==> src/rtl/core/rolr_pkg.sv <==
package rolr_pkg;

  localparam logic [10:0] OBJECT_IDENT_RESET = 11'h60B;
  localparam logic [10:0] STATUS_IDENT_RESET = 11'h60A;
  localparam logic [3:0]  FRAME_DLC          = 4'd8;

  // Configuration register indexes.
  localparam logic CFG_OBJECT_IDENT = 1'b0;
  localparam logic CFG_STATUS_IDENT = 1'b1;

  localparam logic signed [14:0] LONG_OFFSET_DM = 15'sd5000;
  localparam logic signed [12:0] LAT_OFFSET_DM  = 13'sd2042;

  typedef enum logic [1:0] {
    ST_IDLE,
    ST_FETCH,
    ST_EMIT
  } drain_state_t;

  // Raw object as kept in the store, most significant field first.
  typedef struct packed {
    logic [7:0]  rcs;
    logic [2:0]  dyn;
    logic [1:0]  cls;
    logic [8:0]  vlat;
    logic [9:0]  vlong;
    logic [10:0] lat;
    logic [12:0] lng;
    logic [7:0]  id;
  } target_word_t;

endpackage

==> src/rtl/core/radar_object_list_receiver.sv <==
// Object frames are written to the target store at the edge of their transfer while it has
// room; one frame per cycle is taken while no list is drained and no result is stalled.
// A status frame starts a drain: each stored object is read through the store's single read
// port in ST_FETCH, and its result is registered in ST_EMIT, which waits while the output
// is stalled. A status frame with an empty store gives its one result in the next cycle.
// Synchronous reset clears the count, announced total and cycle copy and restores the
// default identifiers.
module radar_object_list_receiver #(
  parameter int MAX_TARGETS = 32
) (
  input  logic                clk,
  input  logic                rst,
  input  logic                cfg_write,
  input  logic                cfg_index,
  input  logic [10:0]         cfg_data,
  input  logic                in_valid,
  output logic                in_stall,
  input  logic [10:0]         frame_ident,
  input  logic [3:0]          frame_length,
  input  logic [7:0]          data_byte0,
  input  logic [7:0]          data_byte1,
  input  logic [7:0]          data_byte2,
  input  logic [7:0]          data_byte3,
  input  logic [7:0]          data_byte4,
  input  logic [7:0]          data_byte5,
  input  logic [7:0]          data_byte6,
  input  logic [7:0]          data_byte7,
  output logic                out_valid,
  input  logic                out_stall,
  output logic                last_of_list,
  output logic [8:0]          target_number,
  output logic signed [14:0]  range_long_dm,
  output logic signed [12:0]  range_lat_dm,
  output logic signed [9:0]   speed_long_qms,
  output logic signed [8:0]   speed_lat_qms,
  output logic [1:0]          target_class,
  output logic [2:0]          motion_property,
  output logic signed [7:0]   cross_section_half_db,
  output logic                list_complete,
  output logic [7:0]          announced_total,
  output logic [15:0]         measure_cycle
);
  import rolr_pkg::*;

  localparam int CNT_W = $clog2(MAX_TARGETS + 1);
  localparam int IDX_W = (MAX_TARGETS > 1) ? $clog2(MAX_TARGETS) : 1;
  localparam logic [CNT_W-1:0] CAPACITY = CNT_W'(MAX_TARGETS);

  target_word_t target_store [MAX_TARGETS];
  target_word_t rd_word;
  target_word_t wr_word;

  drain_state_t state, state_next;

  logic [10:0]      object_ident;
  logic [10:0]      status_ident;
  logic [CNT_W-1:0] received_count;
  logic [7:0]       expected_total;
  logic [15:0]      cycle_counter_copy;

  logic [CNT_W-1:0] drain_count;
  logic [IDX_W-1:0] drain_idx;
  logic [IDX_W-1:0] drain_idx_next;
  logic             snap_complete;
  logic [7:0]       snap_total;
  logic [15:0]      snap_cycle;

  logic in_xfer;
  logic out_free;
  logic is_object;
  logic is_status;
  logic store_write;
  logic load_empty;
  logic load_target;
  logic drain_last;

  assign in_xfer   = in_valid && !in_stall;
  assign out_free  = !out_valid || !out_stall;
  assign is_object = (frame_length == FRAME_DLC) && (frame_ident == object_ident);
  assign is_status = (frame_length == FRAME_DLC) && (frame_ident != object_ident) &&
                     (frame_ident == status_ident);
  assign store_write = in_xfer && is_object && (received_count != CAPACITY);
  assign drain_last  = (CNT_W'(drain_idx) + CNT_W'(1)) == drain_count;

  assign wr_word = '{
    rcs:   data_byte7,
    dyn:   data_byte6[2:0],
    cls:   data_byte6[4:3],
    vlat:  {data_byte5[5:0], data_byte6[7:5]},
    vlong: {data_byte4, data_byte5[7:6]},
    lat:   {data_byte2[2:0], data_byte3},
    lng:   {data_byte1, data_byte2[7:3]},
    id:    data_byte0
  };

  always_ff @(posedge clk) begin
    if (store_write) begin
      target_store[received_count[IDX_W-1:0]] <= wr_word;
    end
    rd_word <= target_store[drain_idx];
  end

  always_comb begin
    state_next     = state;
    in_stall       = 1'b1;
    load_empty     = 1'b0;
    load_target    = 1'b0;
    drain_idx_next = drain_idx;
    unique case (state)
      ST_IDLE: begin
        in_stall       = out_valid && out_stall;
        drain_idx_next = '0;
        if (in_xfer && is_status) begin
          if (received_count == '0) begin
            load_empty = 1'b1;
          end else begin
            state_next = ST_FETCH;
          end
        end
      end
      ST_FETCH: begin
        state_next = ST_EMIT;
      end
      ST_EMIT: begin
        if (out_free) begin
          load_target    = 1'b1;
          drain_idx_next = drain_idx + IDX_W'(1);
          state_next     = drain_last ? ST_IDLE : ST_FETCH;
        end
      end
      default: begin
        state_next = ST_IDLE;
      end
    endcase
  end

  always_ff @(posedge clk) begin
    if (rst) begin
      state              <= ST_IDLE;
      object_ident       <= OBJECT_IDENT_RESET;
      status_ident       <= STATUS_IDENT_RESET;
      received_count     <= '0;
      expected_total     <= '0;
      cycle_counter_copy <= '0;
      out_valid          <= 1'b0;
      drain_idx          <= '0;
    end else begin
      state     <= state_next;
      drain_idx <= drain_idx_next;
      if (cfg_write) begin
        if (cfg_index == CFG_OBJECT_IDENT) begin
          object_ident <= cfg_data;
        end else begin
          status_ident <= cfg_data;
        end
      end
      if (store_write) begin
        received_count <= received_count + CNT_W'(1);
      end else if (in_xfer && is_status) begin
        received_count     <= '0;
        expected_total     <= data_byte0;
        cycle_counter_copy <= {data_byte1, data_byte2};
      end
      if (load_empty || load_target) begin
        out_valid <= 1'b1;
      end else if (!out_stall) begin
        out_valid <= 1'b0;
      end
    end
  end

  // The announced values and completeness flag of the finished list are held for the drain.
  always_ff @(posedge clk) begin
    if (in_xfer && is_status) begin
      drain_count   <= received_count;
      snap_complete <= {{(8 - CNT_W){1'b0}}, received_count} == expected_total;
      snap_total    <= expected_total;
      snap_cycle    <= cycle_counter_copy;
    end
  end

  always_ff @(posedge clk) begin
    if (load_empty) begin
      last_of_list          <= 1'b1;
      target_number         <= '0;
      range_long_dm         <= '0;
      range_lat_dm          <= '0;
      speed_long_qms        <= '0;
      speed_lat_qms         <= '0;
      target_class          <= '0;
      motion_property       <= '0;
      cross_section_half_db <= '0;
      list_complete         <= {{(8 - CNT_W){1'b0}}, received_count} == expected_total;
      announced_total       <= expected_total;
      measure_cycle         <= cycle_counter_copy;
    end else if (load_target) begin
      last_of_list          <= drain_last;
      target_number         <= {1'b0, rd_word.id} + 9'd1;
      range_long_dm         <= $signed({1'b0, rd_word.lng, 1'b0}) - LONG_OFFSET_DM;
      range_lat_dm          <= $signed({1'b0, rd_word.lat, 1'b0}) - LAT_OFFSET_DM;
      // Subtracting half the raw range only flips the top bit.
      speed_long_qms        <= $signed({~rd_word.vlong[9], rd_word.vlong[8:0]});
      speed_lat_qms         <= $signed({~rd_word.vlat[8], rd_word.vlat[7:0]});
      target_class          <= rd_word.cls;
      motion_property       <= rd_word.dyn;
      cross_section_half_db <= $signed({~rd_word.rcs[7], rd_word.rcs[6:0]});
      list_complete         <= snap_complete;
      announced_total       <= snap_total;
      measure_cycle         <= snap_cycle;
    end
  end

endmodule
==> config.mk <==
export PLATFORM = sky130hd
export DESIGN_NAME = radar_object_list_receiver
export DESIGN_NICKNAME = d
export VERILOG_FILES = /design/src/rtl/core/rolr_pkg.sv /design/src/rtl/core/radar_object_list_receiver.sv
export SDC_FILE = /design/constraint.sdc
export NUM_CORES = 2
export LEC_CHECK = 0
export BUFFER_PORTS_ARGS = -buffer_cell sky130_fd_sc_hd__buf_4
export CORE_UTILIZATION = 24
export DETAILED_ROUTE_END_ITERATION = 16
export GPL_TIMING_DRIVEN = 0
export HOLD_SLACK_MARGIN = 0.05
export SLEW_MARGIN = 20
export SYNTH_ARGS = -nofsm -noshare
export SYNTH_HDL_FRONTEND = slang
export SYNTH_SLANG_ARGS = --single-unit
==> constraint.sdc <==
create_clock -name clk -period 10.1 [get_ports clk]
set_input_delay 0.505 -clock clk [delete_from_list [all_inputs] [get_ports clk]]
set_output_delay 0.505 -clock clk [all_outputs]
set_load 0.1 [all_outputs]
# After elaboration in Yosys (flattened, before gate mapping)
# Memory sizes are Yosys's and may differ from the RTL's. A register that Yosys moved wholly into a read port is not among the register bits.
# Index checks and enable logic that the tools add are counted.
# Widths: inputs -> output; s select.
classes:
  n_addsub: 6
  n_eq_ne: 13
  mux: 25
  bitwise: 5
  reduce_logical: 23
op_table:
  columns: ["op", "count"]
  rows:
  - ["$mux 16", 2]
  - ["$eq 11x11->1", 2]
  - ["$mux 8", 2]
  - ["$sub 14x13->15 const B", 1]
  - ["$mux 1", 13]
  - ["$sub 12x11->13 const B", 1]
  - ["$mux 6", 2]
  - ["$ne 11x11->1", 1]
  - ["$pmux 5 s2", 1]
  - ["$add 8x1->9 const B", 1]
  - ["$eq 6x8->1", 1]
  - ["$logic_and 1x1->1", 8]
  - ["$reduce_and 2->1", 4]
  - ["$add 5x1->6 const B", 1]
  - ["$add 6x1->6 const B", 1]
  - ["$eq 6x6->1", 1]
  - ["$logic_not 6->1", 1]
  - ["$mux 2", 3]
  - ["$ne 2x2->1 const B", 3]
  - ["$ne 6x6->1 const B", 1]
  - ["$pmux 2 s3", 1]
  - ["$reduce_bool 2->1", 3]
  - ["$add 5x1->5 const B", 1]
  - ["$mux 5", 1]
  - ["other kinds (9)", 16]
totals:
  regBits: 186
  mem_bits_rw: 2048
  input_bits: 96
  word_cells: 97
  n_memories: 1
mem_list:
  columns: ["name", "words", "word_bits", "read_ports", "rd_ports_with_merged_regs", "write_ports", "line_no", "rtl"]
  rows:
  - ["target_store", 32, 64, 1, 1, 1, "radar_object_list_receiver.sv:49", "target_word_t target_store [MAX_TARGETS];"]

# Longest topological paths before layout
depth:
  ltp_word: 9
  ltp_mapped: 9

# Worst setup path before layout
# No wires, ideal clock.
synth_path:
  kind: "reg-to-reg"
  from: "register out_valid"
  to: "memory target_store[15][0] in the netlist's numbering, enable pin"
  setup_ns: 0.487
  t_arrival_ns: 4.624
  path_slack_ns: 4.989
  stages_incl_launch_ff: 6
  path_buffers: 0
  cell_sequence: "dfxtp_1 > a211oi_2 > nand4_1 > nor4_2 > nand3_1 > nor2_1"
synth_between:
  elab_chain_len: 8
synth_lines:
  columns: ["item", "line_no", "rtl"]
  rows:
  - ["start: declaration", "radar_object_list_receiver.sv:28", "output logic out_valid,"]
  - ["start signal: assignment", "radar_object_list_receiver.sv:145", "out_valid <= 1'b0;"]
  - ["start signal: assignment", "radar_object_list_receiver.sv:165", "out_valid <= 1'b1;"]
  - ["start signal: assignment", "radar_object_list_receiver.sv:167", "out_valid <= 1'b0;"]
  - ["$logic_and 1x1->1", "radar_object_list_receiver.sv:111", "in_stall = out_valid && out_stall;"]
  - ["$mux 1", "radar_object_list_receiver.sv:109", "unique case (state)"]
  - ["$logic_not 1->1", "radar_object_list_receiver.sv:77", "assign in_xfer = in_valid && !in_stall;"]
  - ["$logic_and 1x1->1", "radar_object_list_receiver.sv:77", null]
  - ["$logic_and 1x1->1 (2 in series)", "radar_object_list_receiver.sv:82", "assign store_write = in_xfer && is_object && (received_count != CAPACITY);"]
  - ["$mux 1", "radar_object_list_receiver.sv:97", "if (store_write) begin"]
  - ["$mux 1 (implied by the code)", "radar_object_list_receiver.sv:98", "target_store[received_count[IDX_W-1:0]] <= wr_word;"]
  - ["end: declaration", "radar_object_list_receiver.sv:49", null]
# Every way passes these cells.

# Final worst setup path
layout_path:
  from: "input out_stall"
  to: "memory target_store[6][48] in the netlist's numbering, enable pin"
layout_between:
  elab_chain_len: 8
layout_lines:
  columns: ["item", "line_no", "rtl"]
  rows:
  - ["start: declaration", "radar_object_list_receiver.sv:29", "input logic out_stall,"]
  - ["$logic_and 1x1->1", "radar_object_list_receiver.sv:111", null]
  - ["$mux 1", "radar_object_list_receiver.sv:109", null]
  - ["$logic_not 1->1", "radar_object_list_receiver.sv:77", null]
  - ["$logic_and 1x1->1", "radar_object_list_receiver.sv:77", null]
  - ["$logic_and 1x1->1 (2 in series)", "radar_object_list_receiver.sv:82", null]
  - ["$mux 1", "radar_object_list_receiver.sv:97", null]
  - ["$mux 1 (implied by the code)", "radar_object_list_receiver.sv:98", null]
# Every way passes these cells.

==> run summary <==
The floorplan has 220 rows. Per report_power, the clock group accounts for 44.5% of the total. The share of layout cells above drive strength 1 was 32.8%; the number of antenna violations at the first check in global routing was 47. Counting flops and latches in the post-synthesis netlist gives 2296.

The logs give 0 for the count of endpoints failing setup in the final report and 0.0864 ns for the worst hold-check slack. Setup repair after global routing left no endpoint under its margin. The clock sink count is 2296. The finished layout cell area is 0.106 mm². CTS built an H-tree with a depth of 4. The run gives 167 mm as the half-perimeter wire length after detailed placement. Data on the critical path is required at its endpoint by 10.66 ns. Of the available clock period, the critical path in the final layout requires 46.4%.

The number of different library cells in the post-synthesis netlist was 60. In this run the tool buffered the top-level ports with 190 buffer cells. The register clock-pin slew on the reported worst setup and hold paths came out at 0.07 ns. Among all flip-flop cells after synthesis, the most frequent one is edfxtp_1.

Counting along the longest clock path gives a buffer depth of 4. The number of global-route vias before repair is 43000, and the count of pins on the block boundary is 193. For the highest ir drop seen on vdd, the log shows 0.000154 V. The launching element type of the critical path was an input pin.

Measured against its own limit, the worst slew margin works out to 22.4%. The run gives 34400 as the number of filler cells placed in the layout. Based on the critical path, the design can be clocked at up to 0.214 GHz. The hold path startpoint was data_byte0[0].

The die is 603 µm tall. The flow ran to the end, and the final reports show no timing, DRC or antenna violations. The quantity of gates resized following cts is 0.

In this run the post-CTS setup repair buffer count came out at 0. The library cell used most frequently in the layout, excluding fill and tap cells, is edfxtp_1. The path class of the tightest hold or removal check is in2reg. The remaining routing DRC violations is 0, and the area of the core is 0.359 mm². The count of nets left with antenna violations once routing finished came out at 0. Synthesis handed over a netlist of 3812 instances.

Data arrives at the worst endpoint at 5.25 ns. Summed over all failing endpoints, the final setup total negative slack is 0 ns. The first global-routing pass estimated 336 mm of wire.

After detailed placement, the total cell area comes to 0.0977 mm². The die covers 0.363 mm². Global routing used 13.0% of the available tracks.

Total iterations of the first detailed-routing run: 5. The proportion of register bits with asynchronous set or reset after synthesis works out to 0%. Leaving out fill and tap cells, the most frequent cells in the layout are 2104 x edfxtp_1, 640 x mux4_2, 229 x clkbuf_16.

The critical path in this run is classified as in2reg. In this run, the combinational gates consume 1.1% of the power. Entering global routing, the biggest net connects 34 pins. The run gives 4547 as the final-stage net count.

The overflow left after global routing was 0. Summing all multi-input logic gate instances after layout gives 0.0188 mm². Routability-driven placement finished with a final weighted congestion of 0.788. The transition time at the pin with the least slew margin was 1.16 ns; the ratio of routed vias to standard cells was 4.52.

The internal power of the cells totals 0.0153 W. The highest fanout seen on the critical path was 16; the setup clock skew after layout was 0.0456 ns. For this design the total switching power over the nets is 0.00380 W.

Startpoint of the worst-slack reg-to-reg timing path: out_valid$_SDFFE_PP0P_. After layout, the minimum clock period comes to 4.68 ns. Net switching is 19.9% of the power. For the number of pins exceeding their max-slew limit in the final report, the log shows 0. The tools report the source of the critical timing path as out_stall.

The register area was 0.0670 mm²; the post-route total power was 0.0191 W. The run gives 0 as the hold violation count in the final report. The tool flagged a number of max-cap violations equal to 0.

The area added between synthesis and finish works out to 22.2%. The run gives 54.4% as the proportion of power drawn by flip-flops and latches. The root buffer selected by CTS was clkbuf_16. In this run, synthesis inferred 2104 flip-flops with an integrated enable.

The sequential-to-total area share from yosys stat came out at 77.4%. TritonCTS built the clock tree. For this run, the number of Yosys warnings is 0. The later pin in the worst-skew pair is clocked with a latency of 0.89 ns. Clock tree synthesis inserted a total of 228 buffers. In this run, the number of DRC markers left after iteration 0 of detailed routing was 5018.

The reported leakage power was 31.9 nW; the mean routed wirelength per cell was 25.7 µm. The floorplan step set the die width to 603 µm. The run gives 0.0866 mm² as the synthesized cell area. For this configuration, the core starts out at a cell density of 24.1%.

The cell area power density was 180 mW/mm²; the detailed-route via count was 42600. The synthesized area per cell is 22.7 µm². Endpoint kind of the worst setup timing path: a flip-flop.

The final layout contains routed wiring with a total length of 242 mm.
stage by stage:
step,setup slack (ns),instances,util (%)
final,5.42,9419,29.5
after CTS,5.57,9404,29.4
after global routing,5.34,9410,29.5
after detailed placement,5.19,8922,27.2
after floorplan,4.99,3813,-
after global placement,-0.381,8776,26.2
Yosys cell counts, types with 3 or more instances:
| cell | number | area share, % |
|---|---|---|
| o22ai_1 | 30 | 0.22 |
| mux4_2 | 640 | 17 |
| nor2_1 | 51 | 0.22 |
| dfxtp_1 | 192 | 4.4 |
| buf_6 | 15 | 0.20 |
| edfxtp_1 | 2104 | 73 |
| inv_1 | 9 | 0.039 |
| buf_1 | 23 | 0.10 |
| nand2_1 | 159 | 0.69 |
| o221ai_1 | 4 | 0.040 |
| nor3_1 | 9 | 0.052 |
| xor2_1 | 26 | 0.26 |
| o41ai_1 | 3 | 0.030 |
| a31o_1 | 3 | 0.030 |
| a21oi_1 | 46 | 0.27 |
| nor2b_1 | 5 | 0.036 |
| ha_1 | 8 | 0.12 |
| nand3b_1 | 15 | 0.13 |
| mux2_1 | 24 | 0.31 |
| nand4_1 | 35 | 0.25 |
| nand2b_1 | 5 | 0.036 |
| nor3b_1 | 3 | 0.026 |
| mux2_2 | 65 | 0.85 |
| xnor2_1 | 26 | 0.26 |
| nor4_1 | 7 | 0.051 |
| buf_2 | 47 | 0.27 |
| clkbuf_1 | 123 | 0.53 |
| o21ai_0 | 65 | 0.38 |
| and3_1 | 3 | 0.022 |
| nand3_1 | 18 | 0.10 |
| nor4b_1 | 3 | 0.030 |
| and2_1 | 4 | 0.029 |
| o31ai_1 | 3 | 0.026 |
| or3_1 | 6 | 0.043 |
final cells by class:
cell class                      count  area share [%]
Buffer                            210           0.946
Timing Repair Buffer              400            5.19
Clock inverter                    136            1.30
Tap cell                         4773            5.64
Inverter                           10          0.0355
Multi-Input combinational cell   1297            17.8
Clock buffer                      282            5.72
Sequential cell                  2296            63.3
Antenna cell                       15          0.0355
path summary, 6_finish.rpt:
check	to	slack, ns	depth (start not counted)
max	target_store[6][48]$_DFFE_PP_	5.42	11
min	target_store[15][0]$_DFFE_PP_	0.09	1
max reg2reg	target_store[6][48]$_DFFE_PP_	5.43	9
min reg2reg	speed_lat_qms[7]$_SDFFE_PN0P_	0.42	2
power groups by stage:
stage                     clock network, W  logic [W]  registers (W)
after floorplan                          0  0.0000272         0.0106
after global placement                   0   0.000176         0.0106
after detailed placement                 0   0.000191         0.0106
after CTS                          0.00861   0.000218         0.0104
after global routing               0.00896   0.000236         0.0104
final                              0.00848   0.000217         0.0104
registers in the layout, summed over array words and instances (netlist names), 3 cells and up:
signal / flops
target_store: 2048
rd_word: 64
cycle_counter_copy: 16
measure_cycle: 16
snap_cycle: 16
range_long_dm: 14
range_lat_dm: 12
object_ident: 11
status_ident: 11
speed_long_qms: 10
speed_lat_qms: 9
target_number: 9
announced_total: 8
cross_section_half_db: 8
expected_total: 8
snap_total: 8
drain_count: 6
received_count: 6
drain_idx: 5
motion_property: 3
critical path, cell delays in order:
cell and delay, ns:
dlygate4sd3_1 0.58, buf_4 0.17, a211oi_2 0.37, nand4_1 0.15
nor4_2 0.84, nand3_1 0.97, nor2_4 0.80, buf_16 0.23
buf_16 0.17, buf_16 0.17, buf_12 0.20
kinds of logic after synthesis:
family / count (synthesis) / share of synthesized area (%)
flops: 2296 / 77.4
compound gates: 172 / 1.16
fa+ha+maj: 8 / 0.116
xor+xnor: 52 / 0.526
simple gates: 333 / 1.83
other cells: 1 / 0.00433
buf+inv: 220 / 1.16
mux: 730 / 17.8
what timing repair did:
item / in CTS / in global routing
setup endpoints to repair: 0 / 0
endpoints found under the hold margin: 1378 / 0
hold buffers: 64 / 0
layer usage:
| metal | global-route usage, % | up-vias | share of wire [%] |
|---|---|---|---|
| li1 | - | 17400 | - |
| met1 | 16.5 | 22900 | 39 |
| met2 | 21.6 | 1936 | 49 |
| met3 | 3.22 | 345 | 8.9 |
| met4 | 4.64 | 26 | 3.3 |
| met5 | 0 | - | 0.051 |
Note: power is estimated with default switching activity, not from simulation.
